[config.mk]
export PLATFORM = sky130hd
export DESIGN_NAME = mms_cell
export DESIGN_NICKNAME = d
export VERILOG_FILES = /design/src/design/mms_pkg.sv /design/src/design/mms_cell.sv
export SDC_FILE = /design/constraint.sdc
export NUM_CORES = 1
export LEC_CHECK = 0
export BUFFER_PORTS_ARGS = -buffer_cell sky130_fd_sc_hd__buf_2
export CAP_MARGIN = 30
export CORE_AREA = 2 2 112 114
export CTS_BUF_LIST = sky130_fd_sc_hd__clkbuf_2
export DETAILED_ROUTE_END_ITERATION = 8
export DIE_AREA = 0 0 114 116
export PLACE_DENSITY_LB_ADDON = 0.1
export RECOVER_POWER = 25
export SLEW_MARGIN = 30
export SYNTH_ARGS = -nofsm -noshare
export SYNTH_HDL_FRONTEND = slang
export SYNTH_SLANG_ARGS = --single-unit
[constraint.sdc]
create_clock -name clk_i -period 5.3 [get_ports clk_i]
set_clock_uncertainty 0.15 [all_clocks]
set_input_delay 1.06 -clock clk_i [delete_from_list [all_inputs] [get_ports clk_i]]
set_output_delay 1.06 -clock clk_i [all_outputs]
set_load 0.05 [all_outputs]
[src/design/mms_pkg.sv]
// ----------------------------------------------------------------------------
// Min/max stack package
// Shared types and constants for the min/max stack: command codes, the
// transaction structs on the ports and the per-level state of a stack cell.
// ----------------------------------------------------------------------------
package mms_pkg;

  // Number of stack levels, one cell per level
  localparam int unsigned STACK_DEPTH = 64;
  // Fill count holds 0 to STACK_DEPTH inclusive
  localparam int unsigned CNT_W = $clog2(STACK_DEPTH + 1);

  localparam int unsigned DATA_W = 32;

  typedef enum logic [1:0] {
    KIND_PUSH = 2'd0,
    KIND_POP  = 2'd1,
    KIND_MAX  = 2'd2,
    KIND_MIN  = 2'd3
  } kind_e;

  // Command transaction
  typedef struct packed {
    kind_e                     kind;
    logic signed [DATA_W-1:0]  push_value;
  } cmd_t;

  // Result transaction
  typedef struct packed {
    logic signed [DATA_W-1:0]  answer_value;
    logic                      answer_is_min;
  } result_t;

  // Contents of one stack level: the entry and the running max/min of it
  // and every level below it
  typedef struct packed {
    logic signed [DATA_W-1:0]  value;
    logic signed [DATA_W-1:0]  level_max;
    logic signed [DATA_W-1:0]  level_min;
  } level_t;

  // Shift control broadcast to every cell
  typedef struct packed {
    logic push;  // every level moves one place deeper
    logic pop;   // every level moves one place toward the top
  } shift_ctl_t;

endpackage

[src/design/mms_cell.sv]
// ----------------------------------------------------------------------------
// Min/max stack cell
// Holds one stack level. On a push it takes the level from its upper
// neighbor, on a pop the level from its lower neighbor, else it holds.
// ----------------------------------------------------------------------------
module mms_cell
  import mms_pkg::*;
(
  input  logic       clk_i,
  input  shift_ctl_t ctl_i,
  input  level_t     above_i,
  input  level_t     below_i,
  output level_t     level_o
);

  level_t level_q, level_d;

  // Next level: shift in from a neighbor or hold
  always_comb begin
    level_d = level_q;
    if (ctl_i.push) begin
      level_d = above_i;
    end else if (ctl_i.pop) begin
      level_d = below_i;
    end
  end

  // Payload register, no reset needed
  always_ff @(posedge clk_i) begin
    level_q <= level_d;
  end

  assign level_o = level_q;

endmodule

==> flow_summary.yaml <==
clock_tree:
  cts_made_buffers: 9
  clock_tree.buffer_depth: 2
  post_cts.resized_instances: 0
  cts.sinks: 96
  tritoncts_clock_tree: "yes"
  cts_setup_buffers: 0
  cts_root_buffer: "sky130_fd_sc_hd__clkbuf_2"
  path_clk_slew_ns: 0.24
  htree_levels: 3
  hold_buffers: 0
min_path:
  startpoint_of_the_most_critical_hold_path: "above_i[72]"
  hold_path.class: "primary input to register"
  timing.hold.worst_endpoint: "level_o[72]$_DFFE_PP_"
  whs_path_depth: 2
detailed_routing:
  via_count: 2871
  detail_route.first_pass.iterations: 3
  drt-vias-per-instance: 4.42
  dr.first_iter.drc_count: 72
  route.detailed.wl_per_inst_um: 16.8
  antenna_violating_nets_post_route: 0
  wl_um: 10900
  drt_drc_violations_left: 0
final_layout:
  diodes: 0
  fin_nets: 692
  area.growth.synth_to_final_pct: 40.1
  multi_input_area_um2: 1200
  final_cells: 649
  number_of_flip_flops_under_the_largest_register_name: 96
  drive_gt1_frac: 0.799
  sequential_cell_area_um2: 2880
  num-fill-cells: 1088
worst_setup_path:
  type_of_the_worst_setup_path: "primary input to register"
  critical_path_arrival_ns: 3.95
  start_kind: "primary input"
  critical_path_peak_fanout: 56
  timing.critical_path.required_ns: 5.47
  end_kind: "register"
sta:
  setup_total_negative_slack_ns: 0
  final_hold_viol_count: 0
  worst_slew_pin_slew_ns: 2.13
  timing_max_transition_violations_final: 43
  setup-violations-final: 0
  rsz0062_at_grt: "false"
  final_period_minus_worst_setup_slack_ns: 3.79
  period_utilization: 0.714
  worst_slew_margin: -0.418
  achievable-frequency_ghz: 0.264
floorplanning:
  die_width_um: 114
  core_region_area_um2: 11900
  die_h_um: 116
  design.die.area_um2: 13200
  initial_utilization: 0.350
  num_io_pins: 291
  rows: 40
pwr:
  combPwrFrac: 0.314
  vdd_ir_drop_max_mv: 0.118
  power.static_leakage_nw: 2.70
  switching_share_of_total_power: 0.357
  power_mw: 1.80
  clock_power_share: 0.161
  p_sw_uw: 644
  power.internal_mw: 1.16
  pwr-share-seq: 0.526
  pwr_density_cell_nw_per_um2: 309
outcome:
  run_status: "finished, violations left"
  violations: "max-capacitance violations, max-slew violations"
synthesis:
  yosysSeqAreaShare: 0.692
  yosys_warnings: 0
  synth_cell_types: 6
  netlist_area_um2: 4170
  synthArstFlopShare: 0
  post_synth_inst_count: 204
  synth.top_cells.by_area: "sky130_fd_sc_hd__edfxtp_1 (69%), sky130_fd_sc_hd__mux2_2 (18%), sky130_fd_sc_hd__mux2_4 (10%)"
  synthDominantAreaCellType: "sky130_fd_sc_hd__edfxtp_1"
  synth-main-ff-cell: "sky130_fd_sc_hd__edfxtp_1"
  nets_in_the_synthesized_netlist: 399
  synth.avg_cell_area_um2: 20.4
  synth.ff_latch_count: 96
  netlist_top_cells_count: "sky130_fd_sc_hd__edfxtp_1 (96), sky130_fd_sc_hd__mux2_2 (67), sky130_fd_sc_hd__mux2_4 (29), sky130_fd_sc_hd__buf_2 (6), sky130_fd_sc_hd__buf_6 (5)"
  synth.top_cell.area_share: 0.692
  synth.most_common_cell: "sky130_fd_sc_hd__edfxtp_1"
  synth_edf_count: 96
global_route:
  antenna_violations_before_repair: 0
  grt_use_total: 0.154
  via_count_of_the_first_global_routing_pass: 2964
  grt_pass1_wl_um: 15000
  grt-ovfl-total: 0
  grt_max_degree: 72
place:
  hpwl_um: 8520
  gp_routability_congestion: 0.737
  placedCellCount: 632
  number_of_buffer_cells_added_on_primary_ports: 290
flow_run:
  drv.max_cap_violation_count: 1
[through the flow]
stage	hold slack (ns)	setup slack, ns	utilization	area, um^2
floorplan	1.13	1.10	-	4170
global placement	1.21	1.91	0.481	5730
detailed placement	1.21	1.86	0.481	5730
CTS	0.574	2.50	0.488	5810
global route	0.557	1.35	0.490	5840
finish	0.648	1.51	0.490	5840
[power by group through the flow]
stage                     clock [mW]  sequential (mW)  combinational [mW]
after floorplan                    0             1.27              0.0978
after global placement             0            0.967               0.566
after detailed placement           0            0.968               0.570
after CTS                      0.306            0.951               0.570
after global routing           0.337            0.957               0.590
final                          0.290            0.949               0.566
[kinds of logic (layout without fill, tap and decap cells)]
| logic type | Yosys count | in the layout | synth area share |
|---|---|---|---|
| mux | 96 | 96 | 0.286 |
| flops | 96 | 96 | 0.692 |
| buf+inv | 11 | 309 | 0.0207 |
| simple gates | 1 | 1 | 0.00150 |
[layout by cell type (no fill, tap or decap)]
cell                           n
sky130_fd_sc_hd__clkinvlp_4    1
sky130_fd_sc_hd__clkinv_2      1
sky130_fd_sc_hd__buf_16        1
sky130_fd_sc_hd__clkbuf_1      1
sky130_fd_sc_hd__clkinv_1      3
sky130_fd_sc_hd__buf_4         2
sky130_fd_sc_hd__mux2_2       66
sky130_fd_sc_hd__mux2_4       29
sky130_fd_sc_hd__or2_4         1
sky130_fd_sc_hd__clkbuf_2     11
sky130_fd_sc_hd__edfxtp_1     96
sky130_fd_sc_hd__buf_2       289
sky130_fd_sc_hd__mux2_1        1
[routing by layer]
layer,global-route usage,part of all wire,vias to the layer above
li1,-,-,1388
met1,0.146,0.33,1314
met2,0.300,0.56,154
met3,0.0539,0.091,15
met4,0.0675,0.021,0
met5,0,0,-
[how the worst max path moves through the flow]
| stage | from | end |
|---|---|---|
| after floorplan | ctl_i[1] | level_o[0]$_DFFE_PP_ |
| after global placement | ctl_i[1] | level_o[11]$_DFFE_PP_ |
| after detailed placement | ctl_i[1] | level_o[5]$_DFFE_PP_ |
| after CTS | ctl_i[1] | level_o[67]$_DFFE_PP_ |
| after global routing | ctl_i[1] | level_o[1]$_DFFE_PP_ |
| final | ctl_i[1] | level_o[38]$_DFFE_PP_ |
[worst max-delay path, stage by stage]
cell and delay [ns]:
sky130_fd_sc_hd__clkbuf_1 1.49, sky130_fd_sc_hd__buf_4 0.90, sky130_fd_sc_hd__mux2_2 0.42
[final cells by class]
cell class,count,area share
timing repair buffer,293,0.256
multi-input combinational,97,0.205
clock inverter,5,0.00407
sequential,96,0.494
tap,147,0.0315
clock buffer,11,0.00943
No activity file was read; power rests on OpenSTA's default activity.
